`src/sqvs_pkg.sv`:
```
// Shared types, constants and tables for the sprite quad vertex setup block.
// Holds the request, vertex and job structs, the octant trig ROM builder
// and the texcoord permutation. No dependencies.
package sqvs_pkg;

  localparam int COORD_BITS     = 12;
  localparam int ANGLE_BITS     = 12;
  localparam int TRIG_FRAC_BITS = 14;

  localparam int ANCHOR_W  = 16;
  localparam int SCALE_W   = 12;
  localparam int TEX_W     = COORD_BITS + 1;
  localparam int POS_W     = 24;
  localparam int POS256_W  = ANCHOR_W + 4;
  localparam int DIFF_W    = COORD_BITS + 1;
  localparam int DELTA_W   = DIFF_W + SCALE_W + 2;
  localparam int TRIG_W    = TRIG_FRAC_BITS + 1;
  localparam int STRIG_W   = TRIG_W + 1;
  localparam int PROD_W    = DELTA_W + STRIG_W;
  localparam int SUM_W     = PROD_W + 2;
  localparam int OCT_STEPS = 1 << (ANGLE_BITS - 3);
  localparam int OCT_IDX_W = $clog2(OCT_STEPS + 1);
  localparam int QUEUE_DEPTH = 2;

  localparam logic [SCALE_W-1:0] SCALE_RESET = SCALE_W'(256);

  typedef enum logic [1:0] {
    CORNER_TL = 2'd0,
    CORNER_TR = 2'd1,
    CORNER_BR = 2'd2,
    CORNER_BL = 2'd3
  } corner_t;

  typedef struct packed {
    logic [COORD_BITS-1:0]      atlas_x;
    logic [COORD_BITS-1:0]      atlas_y;
    logic [COORD_BITS-1:0]      sprite_width;
    logic [COORD_BITS-1:0]      sprite_height;
    logic [COORD_BITS-1:0]      trim_offset_x;
    logic [COORD_BITS-1:0]      trim_offset_y;
    logic [COORD_BITS-1:0]      pivot_x;
    logic [COORD_BITS-1:0]      pivot_y;
    logic signed [ANCHOR_W-1:0] anchor_x;
    logic signed [ANCHOR_W-1:0] anchor_y;
    logic [ANGLE_BITS-1:0]      angle;
    logic [1:0]                 uv_rotation;
  } req_t;

  typedef struct packed {
    logic [1:0]              corner;
    logic signed [POS_W-1:0] vertex_x;
    logic signed [POS_W-1:0] vertex_y;
    logic [TEX_W-1:0]        tex_u;
    logic [TEX_W-1:0]        tex_v;
    logic                    last_corner;
  } vtx_t;

  // One classified request as it waits for the back end
  typedef struct packed {
    logic signed [DELTA_W-1:0]  dx0;
    logic signed [DELTA_W-1:0]  dx1;
    logic signed [DELTA_W-1:0]  dy0;
    logic signed [DELTA_W-1:0]  dy1;
    logic signed [STRIG_W-1:0]  sn;
    logic signed [STRIG_W-1:0]  cs;
    logic signed [POS256_W-1:0] anx;
    logic signed [POS256_W-1:0] any;
    logic [TEX_W-1:0]           u0;
    logic [TEX_W-1:0]           u1;
    logic [TEX_W-1:0]           v0;
    logic [TEX_W-1:0]           v1;
    logic [1:0]                 rot;
  } job_t;

  typedef logic [2*TRIG_W-1:0] trig_rom_t [0:OCT_STEPS];

  function automatic logic [63:0] mul_q60(input logic [63:0] a, input logic [63:0] b);
    logic [127:0] p;
    p = a * b;
    return p[123:60];
  endfunction

  // Unsigned quotient by shift and subtract, evaluated once while the ROM is built
  function automatic logic [63:0] div_u64(input logic [63:0] n, input logic [63:0] d);
    logic [63:0] q, rem;
    q   = '0;
    rem = '0;
    for (int i = 63; i >= 0; i--) begin
      rem = {rem[62:0], n[i]};
      if (rem >= d) begin
        rem  = rem - d;
        q[i] = 1'b1;
      end
    end
    return q;
  endfunction

  // Build {sin, cos} for every step of the first octant from a Taylor series
  function automatic trig_rom_t build_trig_rom();
    trig_rom_t  rom;
    logic [63:0] two_pi, x, x2, ts, ss, tc, sc, tt, kk, rs, rc;
    two_pi = 64'h6487ED5110B4611A;
    for (int t = 0; t <= OCT_STEPS; t++) begin
      tt = 64'(t);
      x  = (two_pi >> ANGLE_BITS) * tt
         + (((two_pi & ((64'd1 << ANGLE_BITS) - 64'd1)) * tt) >> ANGLE_BITS);
      x2 = mul_q60(x, x);
      ts = x;
      ss = x;
      tc = 64'd1 << 60;
      sc = 64'd1 << 60;
      for (int k = 1; k <= 12; k++) begin
        kk = 64'(k);
        ts = div_u64(mul_q60(ts, x2), (64'd2 * kk) * (64'd2 * kk + 64'd1));
        tc = div_u64(mul_q60(tc, x2), (64'd2 * kk - 64'd1) * (64'd2 * kk));
        if (k[0]) begin
          ss = ss - ts;
          sc = sc - tc;
        end else begin
          ss = ss + ts;
          sc = sc + tc;
        end
      end
      rs = (ss + (64'd1 << (59 - TRIG_FRAC_BITS))) >> (60 - TRIG_FRAC_BITS);
      rc = (sc + (64'd1 << (59 - TRIG_FRAC_BITS))) >> (60 - TRIG_FRAC_BITS);
      rom[t] = {rs[TRIG_W-1:0], rc[TRIG_W-1:0]};
    end
    return rom;
  endfunction

  // Texcoord select per rotation and corner: bit 1 picks u1, bit 0 picks v1
  function automatic logic [1:0] uv_sel(input logic [1:0] rot, input logic [1:0] k);
    logic [7:0] row;
    unique case (rot)
      2'd0:    row = {2'd1, 2'd3, 2'd2, 2'd0};
      2'd1:    row = {2'd3, 2'd2, 2'd0, 2'd1};
      2'd2:    row = {2'd0, 2'd1, 2'd3, 2'd2};
      default: row = {2'd2, 2'd0, 2'd1, 2'd3};
    endcase
    return row[2*k +: 2];
  endfunction

endpackage

```
`src/sqvs_queue.sv`:
```
// Short job queue between the front and back ends.
// Depends on sqvs_pkg for the job type and depth.
module sqvs_queue import sqvs_pkg::*; (
  input  logic clk,
  input  logic rst,
  input  logic push,
  input  job_t push_job,
  output logic full,
  input  logic pop,
  output logic valid,
  output job_t head
);

  localparam int PTR_W = $clog2(QUEUE_DEPTH);

  job_t             mem [0:QUEUE_DEPTH-1];
  logic [PTR_W-1:0] wr_ptr, rd_ptr;
  logic [PTR_W:0]   count;
  logic             do_push, do_pop;

  assign full    = (count == (PTR_W+1)'(QUEUE_DEPTH));
  assign valid   = (count != '0);
  assign do_push = push && !full;
  assign do_pop  = pop && valid;
  assign head    = mem[rd_ptr];

  // Advance pointers and occupancy
  always_ff @(posedge clk) begin
    if (rst) begin
      wr_ptr <= '0;
      rd_ptr <= '0;
      count  <= '0;
    end else begin
      if (do_push) begin
        wr_ptr <= (wr_ptr == PTR_W'(QUEUE_DEPTH - 1)) ? '0 : wr_ptr + 1'b1;
      end
      if (do_pop) begin
        rd_ptr <= (rd_ptr == PTR_W'(QUEUE_DEPTH - 1)) ? '0 : rd_ptr + 1'b1;
      end
      count <= count + (PTR_W+1)'(do_push) - (PTR_W+1)'(do_pop);
    end
  end

  // Store the incoming job
  always_ff @(posedge clk) begin
    if (do_push) begin
      mem[wr_ptr] <= push_job;
    end
  end

endmodule

```
`config.mk`:
```
export PLATFORM = sky130hd
export DESIGN_NAME = sqvs_queue
export DESIGN_NICKNAME = d
export VERILOG_FILES = /design/src/sqvs_pkg.sv /design/src/sqvs_queue.sv
export SDC_FILE = /design/constraint.sdc
export NUM_CORES = 1
export LEC_CHECK = 0
export BUFFER_PORTS_ARGS = -buffer_cell sky130_fd_sc_hd__buf_2
export CAP_MARGIN = 5
export CORE_MARGIN = 2
export CORE_UTILIZATION = 52
export DETAILED_ROUTE_END_ITERATION = 8
export GPL_TIMING_DRIVEN = 0
export PLACE_DENSITY = 0.82
export SKIP_CTS_REPAIR_TIMING = 1
export SYNTH_ARGS = -nofsm -noshare
export SYNTH_HDL_FRONTEND = slang
export SYNTH_SLANG_ARGS = --single-unit
export TNS_END_PERCENT = 1
```
`constraint.sdc`:
```
create_clock -name clk -period 8.58 [get_ports clk]
set_clock_uncertainty 0.1 [all_clocks]
set_input_delay 1.287 -clock clk [delete_from_list [all_inputs] [get_ports clk]]
set_output_delay 1.287 -clock clk [all_outputs]
set_load 0.02 [all_outputs]
```
After elaboration in Yosys (flattened, before gate mapping)

Memories as Yosys holds them, arrays and structs flattened. A register that Yosys moved wholly into a read port is not among the register bits.
Index checks and enable logic that the tools add are counted.

Flip-flop bits (word level): 4
Bits in writable memories: 468
Input port bits: 238
Output and inout bits: 236
Logic and storage cells: 19
Memories kept: 1

Add/subtract/negate cells: 4
Eq/ne operators: 1
Mux-type cells: 6
Reductions and logical operators: 4

Memory list:

| memory | depth | width | read ports | clocked after memory_dff | wr ports | RTL line         | RTL |
|---|---|---|---|---|---|---|---|
| mem    | 2     | 234   | 1          | 1                        | 1        | sqvs_queue.sv:16 | `job_t mem [0:QUEUE_DEPTH-1];` |

Operator list:

| cell                | number |
|---|---|
| $mux 1              | 6 |
| $add 1x1->1 const B | 2 |
| $add 2x1->2         | 1 |
| $eq 2x2->1 const B  | 1 |
| $logic_and 1x1->1   | 2 |
| $reduce_bool 2->1   | 1 |
| $sub 2x1->2         | 1 |
| $logic_not 1->1     | 1 |

Depth between registers and ports, before layout

Word-level depth: 5
Gate-level depth with buffers: 8

Least setup slack after synthesis

OpenSTA, ideal clock, no wires.

Path kind: input -> register
From: input push
To: memory mem[1][0] (netlist bit), enable pin
Arrival time: 6.672 ns
Slack: 1.182 ns
Cell stages on the path: 1
Path through: and3_1

Cells in the longest elaborated chain, start to end: 3

Ends and longest elaborated chain:

| element                      | RTL line         | RTL |
|---|---|---|
| from (decl)                  | sqvs_queue.sv:6  | `input logic push,` |
| $logic_and 1x1->1            | sqvs_queue.sv:23 | `assign do_push = push && !full;` |
| $mux 1                       | sqvs_queue.sv:46 | `if (do_push) begin` |
| $mux 1 (implied by the code) | sqvs_queue.sv:47 | `mem[wr_ptr] <= push_job;` |
| to (decl)                    | sqvs_queue.sv:16 |  |

Every way passes these cells.

==> qor.txt <==
Yosys cell types = 22
Synth Instances = 755
Multi-input logic area = 3360 um^2
Worst r2r src = count[0]$_SDFF_PP0_
Drt first pass iters = 4
Skew-Pair Late Insertion Delay = 0.53 ns
Vias = 8944
Share of the synthesized area in the top cell type = 79.1%
WL per Instance = 20.6 um
Hold worst-path end = rd_ptr$_SDFFE_PP0P_
Core ar. = 33600 um^2
Antenna violations before repair = 13
Asr flop ratio synth = 0%
Synthesized cell area = 17800 um^2
CTS tree = built
Port bufs = 473
CP Buf/Inv Count = 4
Leak = 8.71 nW
CP required = 7.19 ns
FMAX = 299 MHz
Number of buffers created by CTS = 47
Die Y = 189 um
Most used DFF post-synth = edfxtp_1
Die area = 35700 um^2
Critical path's top delay family = buffers and inverters
Leading cell types by count after synthesis = edfxtp_1, mux2_4, mux2_2
Crit end category = output port
PD cells = 325 nW/um^2
Slew headroom = 47.2%
CP most frequent cell = buf_6
Via density = 5.04
First-pass GRT wire length = 53500 um
Seq cells post-synth = 473
Setup_tns = 0 ns
RSZ-0062 raised after global routing = false
Hpwl dp = 25500 um
Top-count cell post-synth = edfxtp_1
Yosys warns = 0
R2r worst-path depth = 5
Clock transition at the registers of the reported paths = 0.06 ns
# DRC = 0
# fillers = 2241
Hold Vio Cnt, Final = 0
DRT iter0 DRCs = 412
HP Class = flip-flop to flip-flop
Max-cap violation count = 0
Part of the power in the clock network = 27.3%
Reg-to-reg endpoint = mem[0][150]$_DFFE_PP_
Syn_area_per_cell = 23.5 um^2
FF/Latch Area = 14200 um^2
Max Transition Viols Final = 0
Placer Congestion = 0.770
DRT antenna net count = 0
Internal = 5.10 mW
Worst Hold Depth = 2
VDD IR max = 0.000243 V
Die width = 189 um
Run status = completed
Slowest stage delay, CP = 0.33 ns
Sw frac = 29.8%
Layout cells sized above 1 = 61.2%
Dpl cell area = 20800 um^2
Vias in the first global route = 9534
WL final = 36500 um
WP data arrival = 1.96 ns
CP max-delay cell = dfxtp_1
Initial Utilization = 52.9%
Final period utilization = 39.0%
Hold_sp = rd_ptr$_SDFFE_PP0P_
Final #Nets = 1522
Tmin final = 3.35 ns
CTS max path bufs = 3
Number of synthesized flops with an enable pin = 468
Total global routing overflow = 0
Setup-failing EPs final = 0
Cell taking the most area after synthesis = edfxtp_1
Seq/Total Area, Yosys = 79.6%
Internal reg-to-reg setup slack = 5.84 ns
H-tree depth = 2
Worst slew pin tran = 0.791 ns
Psw = 2.17 mW
Ranking of synthesized cells by area = edfxtp_1, mux2_4, mux2_2
Syn_nets = 995
Sequential Power Share = 41.7%
Critical path type = flip-flop to output port
# clock sinks = 473
Row cnt = 67
Gr usage total = 19.8%
Cell breakdown of the critical path = buf_6, buf_6, buf_6, mux2_4, buf_2
Largest net degree at the start of global routing = 129
Fin area = 22400 um^2
Logic gate share of total power = 31.0%
Layout area overhead = 25.8%
Startpoint Class = flip-flop
Maximum fanout along the worst path = 10
I/O pin count = 474
CTS Root Cell = clkbuf_16
-- layer usage --
| metal | global-route usage, % | wire (um) | share of wire [%] |
|---|---|---|---|
| met3 | 6.17 | 3080 | 8.4 |
| met5 | 0 | 41 | 0.11 |
| met2 | 35.9 | 19300 | 53 |
| met1 | 21.3 | 12600 | 35 |
| met4 | 8.71 | 1460 | 4.0 |
-- tightest hold or removal path: cells and delay by family, from the launching register on --
family	cells	cell delay [ns]
and+or+nand+nor	1	0.08
xor gates and xnor gates	1	0.09
DFF	1	0.34
-- worst max-delay path by stage --
stage | endpoint | slack (ns) | cells past startpoint
after CTS | head[141] | 5.17 | 5
after detailed placement | mem[0][155]$_DFFE_PP_ | 4.96 | 5
final | head[141] | 5.23 | 5
after global placement | mem[1][185]$_DFFE_PP_ | -1.63 | 2
after floorplan | mem[1][0]$_DFFE_PP_ | 1.18 | 1
after global routing | head[141] | 5.14 | 5
-- registers in the layout, indices dropped and copies added (netlist names), named ones only --
signal / cells
count: 2
wr_ptr: 1
mem: 468
rd_ptr: 1
-- logic make-up (layout without fill, tap and decap cells) --
| group | after synthesis | in the layout | synth area share, % |
|---|---|---|---|
| compound gates | 3 | 3 | 0.0985 |
| simple gates | 11 | 11 | 0.324 |
| buf+inv | 30 | 590 | 1.49 |
| fa+ha+maj | 2 | 2 | 0.141 |
| other cells | 0 | 10 | 0 |
| mux | 234 | 234 | 18.2 |
| xor+xnor | 2 | 2 | 0.0986 |
| flops | 473 | 473 | 79.6 |
-- through the flow --
step                util, %  worst slack [ns]  power, mW  hold slack (ns)  std cells
finish                 66.5              5.23       7.26            0.447       1773
global route           66.5              5.14       7.53            0.503       1773
CTS                    66.4              5.17       7.34            0.451       1763
detailed placement     62.0              4.96       5.34            0.415       1681
global placement       61.6             -1.63       5.40            0.375       1676
floorplan                 -              1.18       4.71            0.352        755
-- layout by cell type, fill, tap and decap left out, types with 2 or more instances in the layout --
cell / Yosys / final
buf_16: 0 / 3
inv_8: 0 / 2
edfxtp_1: 468 / 468
mux2_4: 160 / 160
bufinv_16: 0 / 5
dfxtp_1: 5 / 5
clkbuf_1: 0 / 10
clkbuf_16: 0 / 49
buf_2: 7 / 480
buf_12: 0 / 2
buf_6: 19 / 19
clkinv_1: 0 / 8
diode_2: 0 / 10
inv_1: 4 / 3
clkinv_2: 0 / 8
mux2_2: 74 / 74
ha_1: 2 / 2
nor2_1: 3 / 3
-- power groups by stage --
stage	sequential [mW]	combinational (mW)	clock, mW
after floorplan	3.13	1.58	0
after global routing	3.05	2.37	2.11
after CTS	3.03	2.28	2.02
after global placement	3.19	2.22	0
final	3.03	2.25	1.98
after detailed placement	3.07	2.27	0
-- final cells by class --
type | count | share of cell area [%]
tap | 448 | 2.51
buffer | 26 | 1.11
inverter | 4 | 0.101
sequential | 473 | 63.3
multi-input combinational | 252 | 15.0
timing repair buffer | 478 | 11.1
antenna | 10 | 0.112
clock buffer | 59 | 5.65
clock inverter | 23 | 1.07
Note: power is estimated with default switching activity, not from simulation.
